[config.mk]
export PLATFORM = sky130hd
export DESIGN_NAME = wprb_ctrl
export DESIGN_NICKNAME = d
export VERILOG_FILES = /design/src/design/windowed_position_reorder_buffer_defines.svh /design/src/design/wprb_pkg.sv /design/src/design/wprb_ctrl.sv
export SDC_FILE = /design/constraint.sdc
export NUM_CORES = 1
export LEC_CHECK = 0
export BUFFER_PORTS_ARGS = -buffer_cell sky130_fd_sc_hd__buf_2
export CORE_MARGIN = 2
export CORE_UTILIZATION = 44
export CTS_CLUSTER_SIZE = 30
export DETAILED_ROUTE_END_ITERATION = 10
export GPL_ROUTABILITY_DRIVEN = 1
export PLACE_DENSITY = 0.72
export SKIP_LAST_GASP = 1
export SLEW_MARGIN = 20
export SYNTH_ARGS = -nofsm -noshare
export SYNTH_HDL_FRONTEND = slang
export SYNTH_SLANG_ARGS = --single-unit
export TNS_END_PERCENT = 1
[constraint.sdc]
create_clock -name clk -period 1.4 [get_ports clk]
set_input_delay 0 -clock clk [delete_from_list [all_inputs] [get_ports clk]]
set_output_delay 0 -clock clk [all_outputs]
set_load 0.05 [all_outputs]
[src/design/windowed_position_reorder_buffer_defines.svh]
// Assertion helpers for the reorder buffer. They compile to nothing in synthesis.
`ifndef WINDOWED_POSITION_REORDER_BUFFER_DEFINES_SVH
`define WINDOWED_POSITION_REORDER_BUFFER_DEFINES_SVH

`ifndef SYNTHESIS
// same-cycle implication
`define WPRB_ASSERT_IMP(label, clk, rst_n, ante, cons, msg) \
	label: assert property (@(posedge clk) disable iff (!rst_n) (ante) |-> (cons)) \
		else $error(msg);
// next-cycle implication
`define WPRB_ASSERT_NXT(label, clk, rst_n, ante, cons, msg) \
	label: assert property (@(posedge clk) disable iff (!rst_n) (ante) |=> (cons)) \
		else $error(msg);
`else
`define WPRB_ASSERT_IMP(label, clk, rst_n, ante, cons, msg)
`define WPRB_ASSERT_NXT(label, clk, rst_n, ante, cons, msg)
`endif

`endif

[src/design/wprb_pkg.sv]
package wprb_pkg;

	localparam int CHROM_W = 16;
	localparam int POS_W   = 31;
	localparam int TAG_W   = 32;

	localparam logic REQ_FLUSH = 1'b1;

	// controller -> datapath
	typedef struct packed {
		logic capture;  // latch the input transaction
		logic cut;      // recompute cutoff from current top position
		logic insert;   // sorted insert of the latched record
		logic pop;      // emit lowest entry and shift the cells down
		logic forced;   // pop is an overflow eviction
		logic last;     // result is the last one of this transaction
		logic store;    // restart the buffer with the latched record
		logic pass;     // emit the latched record directly
	} wprb_cmd_t;

	// datapath -> controller
	typedef struct packed {
		logic flush_req;
		logic win_zero;
		logic empty;
		logic count_one;
		logic chrom_diff;
		logic drain_go;
		logic drain_last;
		logic over_full;
		logic out_free;
	} wprb_stat_t;

endpackage

[src/design/wprb_ctrl.sv]
module wprb_ctrl
	import wprb_pkg::*;
(
	input  logic       clk,
	input  logic       arst_n,
	input  logic       in_valid,
	output logic       in_ready,
	input  wprb_stat_t stat,
	output wprb_cmd_t  cmd
);

	typedef enum logic [7:0] {
		S_IDLE   = 8'b0000_0001,
		S_DECODE = 8'b0000_0010,
		S_INSERT = 8'b0000_0100,
		S_CUT    = 8'b0000_1000,
		S_DRAIN  = 8'b0001_0000,
		S_FLUSH  = 8'b0010_0000,
		S_STORE  = 8'b0100_0000,
		S_PASS   = 8'b1000_0000
	} state_t;

	state_t state_q, state_d;

	assign in_ready = (state_q == S_IDLE);

	always_comb begin
		state_d = state_q;
		cmd     = '0;
		unique case (state_q)
			S_IDLE: begin
				if (in_valid) begin
					cmd.capture = 1'b1;
					state_d     = S_DECODE;
				end
			end
			S_DECODE: begin
				priority if (stat.flush_req) begin
					state_d = stat.empty ? S_IDLE : S_FLUSH;
				end else if (stat.win_zero) begin
					state_d = S_PASS;
				end else if (stat.empty) begin
					state_d = S_STORE;
				end else if (stat.chrom_diff) begin
					state_d = S_FLUSH;
				end else begin
					// cutoff of the old top, for the late flag
					cmd.cut = 1'b1;
					state_d = S_INSERT;
				end
			end
			S_INSERT: begin
				cmd.insert = 1'b1;
				state_d    = S_CUT;
			end
			S_CUT: begin
				cmd.cut = 1'b1;
				state_d = S_DRAIN;
			end
			S_DRAIN: begin
				priority if (stat.drain_go) begin
					if (stat.out_free) begin
						cmd.pop  = 1'b1;
						cmd.last = stat.drain_last;
						if (stat.drain_last) begin
							state_d = S_IDLE;
						end
					end
				end else if (stat.over_full) begin
					if (stat.out_free) begin
						cmd.pop    = 1'b1;
						cmd.forced = 1'b1;
						cmd.last   = 1'b1;
						state_d    = S_IDLE;
					end
				end else begin
					state_d = S_IDLE;
				end
			end
			S_FLUSH: begin
				if (stat.out_free) begin
					cmd.pop  = 1'b1;
					cmd.last = stat.count_one;
					if (stat.count_one) begin
						state_d = stat.flush_req ? S_IDLE : S_STORE;
					end
				end
			end
			S_STORE: begin
				cmd.store = 1'b1;
				state_d   = S_IDLE;
			end
			S_PASS: begin
				if (stat.out_free) begin
					cmd.pass = 1'b1;
					state_d  = S_IDLE;
				end
			end
			default: begin
				state_d = S_IDLE;
			end
		endcase
	end

	always_ff @(posedge clk or negedge arst_n) begin
		if (!arst_n) begin
			state_q <= S_IDLE;
		end else begin
			state_q <= state_d;
		end
	end

endmodule

# [Word level (Yosys, flattened, before mapping)]
# Cells that the tools add are included.
[totals] ff_bits=8 inputBits=12 out_inout_bits=9 elab_cells=51
[classes] eq_ne=13 mux=36 reduce_logical=1
[op_table] op="$mux 8" count=11
[op_table] op="$pmux 8 s7" count=1
[op_table] op="$mux 1" count=16
[op_table] op="$mux 6" count=2
[op_table] op="$eq 8x1->1 const B" count=1
[op_table] op="$eq 8x2->1 const B" count=1
[op_table] op="$eq 8x3->1 const B" count=1
[op_table] op="$eq 8x4->1 const B" count=1
[op_table] op="$eq 8x5->1 const B" count=1
[op_table] op="$eq 8x6->1 const B" count=1
[op_table] op="$eq 8x7->1 const B" count=1
[op_table] op="$eq 8x8->1 const B" count=1
[op_table] op="$mux 7" count=1
[op_table] op="$mux 3" count=2
[op_table] op="$ne 2x2->1 const B" count=3
[op_table] op="$ne 3x3->1 const B" count=2
[op_table] op="$pmux 1 s2" count=3
[op_table] op="$reduce_and 5->1" count=1

# [Logic depth before layout (Yosys ltp)]
[logic_depth] depth_word=5 ltp_mapped=6 ltp_nobuf=5

# [Worst setup path before layout]
# OpenSTA, ideal clock, no wires.
[synth_path] kind="reg-to-output" startpoint="register state_q[5]" endpoint="output cmd[7] in the netlist's numbering" t_arrival_ns=2.494 required_time_ns=1.400 slack_ns=-1.094 path_stages_with_launch=5 n_path_buf=0 path_cell_list="dfrtp_1 nor3_1 nand2_1 nor3_1 and2_1"
[synth_lines] element="from (decl)" line_no="wprb_ctrl.sv:23" rtl="state_t state_q, state_d;"
[synth_lines] element="from (signal assigned)" line_no="wprb_ctrl.sv:109" rtl="state_q <= state_d;"
[synth_lines] element="to (decl)" line_no="wprb_ctrl.sv:9" rtl="output wprb_cmd_t cmd"

==> out/results.ini <==
[status]
status=complete, but fails checks
violations=negative setup slack

[yosys]
synth-seq-area-share_pct=30.4
syn_area_sq_um=663
synthCells=82
ys_ff_latch=8
synth_cell_types=34
synth_area_per_cell_sq_um=8.09
syn_nets=94
ys_warn_count=0

[detailed_routing]
routedWlPerCell_um=15.1
drt-initial-drc-count=27
wl_mm=2.11
dr.pass1.iters=4
vias=801
ant_nets=0
vias_per_cell=5.72
drc=0

[floorplan]
die_h_um=42.8
io_pins=21
die_area_sq_um=1830
start_util_pct=45.6
core_sq_um=1450
row_count=14
die_w_um=42.8

[power_and_ir_drop]
p_per_area_nw_per_um2=1260
ir_worst_vdd_uv=990
finalPower_w=0.00133
leakage_nw=0.513

[placement]
dp_cells=131
dpl.hpwl_mm=1.54
dp_slack_ns=-0.234
io_buffers=20
gp_congestion=0.796

[clock_tree]
cts_buffers=3
cts_tree=yes
cts-root-buf=clkbuf_4
clkSlewWorstSetupHoldPaths_ns=0.06
cts.sinks=8
clock_path_buffers=2
htree_levels=1
clock_latency_ns=0.26

[worst_setup_path]
path_cells=nor3_4 > nor4b_4 > and3b_2 > and2b_1 > o21a_2 > buf_8
r2r_slack_ns=-0.20
crit_fanout=4
critPathSlowestCell=dfrtp_1
cp.arrival_ns=1.77
crit_required_ns=1.40
crit_path_start_kind=register
path_class=reg2out
crit_path_end_kind=output pin
cp_slowest_stage_delay_ns=0.40

[finish]
top_register=state_q
reg_top3=state_q (8)
n_fill_cell=119
seqCellArea_sq_um=204
drive_gt1_share_pct=46.8
nets=137
final_cells=140
multi_input_area_sq_um=513
largest_reg_flops=8
syn_to_final_growth_pct=58.7
n_antenna_cell=0

[sta]
finalSetupTns_ns=-3.27
tightest_slew_ns=0.352
skew_ns=0.00316
timing.fmax_ghz=0.564
hold_viol=0
hold_ws_ns=0.0285
min_period_ns=1.77
slew_violations=0
fin_crit_sh_pct=127
setup_viol=13
grt_setup_unrepaired=yes
relSlewSlack_pct=76.3
worst_slack_ns=-0.373

[job]
cap_violations=0

[global_routing]
grt_max_degree=11
grt_pass1_vias=761
grt_usage_pct=25.6
grt-ovfl-total=0
antenna_found_initial=0
grt_first_pass_wirelength_mm=3.37

[min_path]
hold_path_class=in2reg

-- routing by layer --
layer	share of wire (%)	global-route usage [%]	vias up
met5	0	0	-
met1	39	31.4	371
met4	2.3	11.3	0
met2	50	40.9	36
met3	7.8	7.66	7
li1	-	-	387
-- area by class of cell --
class	instances	share of cell area, %
well taps	16	1.90
clock buffers	4	2.50
flip-flops and latches	8	19.4
inverters	4	1.43
repair buffers	39	26.0
multi-input cells	69	48.8
-- Yosys cell counts, drive strengths merged --
library cell / n / area (sq um)
o21a: 1 / 7.51
o211ai: 1 / 7.51
a21oi: 3 / 15.0
o21ai: 3 / 15.0
o31ai: 3 / 22.5
nor2: 8 / 30.0
o32ai: 1 / 8.76
a22oi: 1 / 7.51
nor2b: 6 / 37.5
a41o: 1 / 10.0
and3b: 2 / 17.5
nand2: 11 / 41.3
a31oi: 2 / 12.5
nor3: 6 / 52.6
and2b: 1 / 7.51
dfrtp: 7 / 175
inv: 4 / 15.0
nor3b: 1 / 7.51
a21o: 2 / 15.0
and3: 2 / 12.5
nand2b: 1 / 6.26
and2: 4 / 25.0
nor4: 1 / 6.26
a21bo: 1 / 10.0
dfstp: 1 / 26.3
o22ai: 1 / 6.26
or3: 1 / 6.26
nor4b: 2 / 32.5
clkbuf: 1 / 3.75
a211oi: 1 / 7.51
a41oi: 1 / 8.76
nand4: 1 / 6.26
-- timing repair --
item,4_1_cts,5_1_grt
endpoints found under the hold margin,11,0
gates resized for setup,11,2
endpoints found under the setup margin,13,14
pin swaps,2,2
hold buffers,3,0
setup buffers,1,1
-- report_power, final --
group	switching (W)	internal, W	total [W]	leakage (nW)
Combinational	0.000428	0.000322	0.000750	0.394
Clock	0.0000892	0.000110	0.000199	0.0150
Sequential	0.0000978	0.000282	0.000379	0.104
Total	0.000615	0.000714	0.00133	0.513
-- path summary, 6_finish.rpt --
path / startpoint / end / cells after the start
setup / recovery: state_q[6]$_DFFE_PN0P_ / cmd[4] / 6
hold / removal: stat[6] / state_q[2]$_DFFE_PN0P_ / 2
setup reg to reg: state_q[7]$_DFFE_PN0P_ / state_q[0]$_DFFE_PN1P_ / 5
hold reg to reg: state_q[0]$_DFFE_PN1P_ / state_q[0]$_DFFE_PN1P_ / 2
max in group asynchronous: arst_n / state_q[0]$_DFFE_PN1P_ / 2
min in group asynchronous: arst_n / state_q[3]$_DFFE_PN0P_ / 2
-- placed cells by master (no fill, tap or decap), drive strengths merged --
cell type / Yosys / layout
nor4b: 2 / 2
o31ai: 3 / 3
and3b: 2 / 2
a31oi: 2 / 2
a21oi: 3 / 3
nor4: 1 / 1
a41o: 1 / 1
a21bo: 1 / 1
dfstp: 1 / 1
inv: 4 / 4
nand2: 11 / 11
buf: 0 / 36
or3: 1 / 1
nand2b: 1 / 1
o211ai: 1 / 1
o21ai: 3 / 3
a41oi: 1 / 1
and3: 2 / 2
a211oi: 1 / 1
a21o: 2 / 2
o21a: 1 / 1
a22oi: 1 / 1
o32ai: 1 / 1
clkbuf: 1 / 4
dfrtp: 7 / 7
dlygate4sd3: 0 / 3
nor2: 8 / 8
nor2b: 6 / 6
o22ai: 1 / 1
nor3b: 1 / 1
nor3: 6 / 6
and2b: 1 / 1
nand4: 1 / 1
and2: 4 / 4
-- cell families after synthesis --
kind of cell    share of synthesized area [%]
buf+inv                                  2.83
compound gates                           23.2
simple gates                             43.6
flops                                    30.4
-- metrics by stage --
stage | util, % | area [sq um]
finish | 72.4 | 1050
detailed placement | 65.0 | 945
global route | 72.4 | 1050
global placement | 65.0 | 945
CTS | 71.6 | 1040
floorplan | - | 723
-- critical path: cells and delay by family, from the launching register on --
kind / cells / cell delay [ns]
AO/OA/AOI/OAI: 1 / 0.13
buffers and inverters: 1 / 0.14
flip-flops: 1 / 0.40
AND/OR/NAND/NOR: 4 / 0.85
Note: power is estimated with default switching activity, not from simulation.
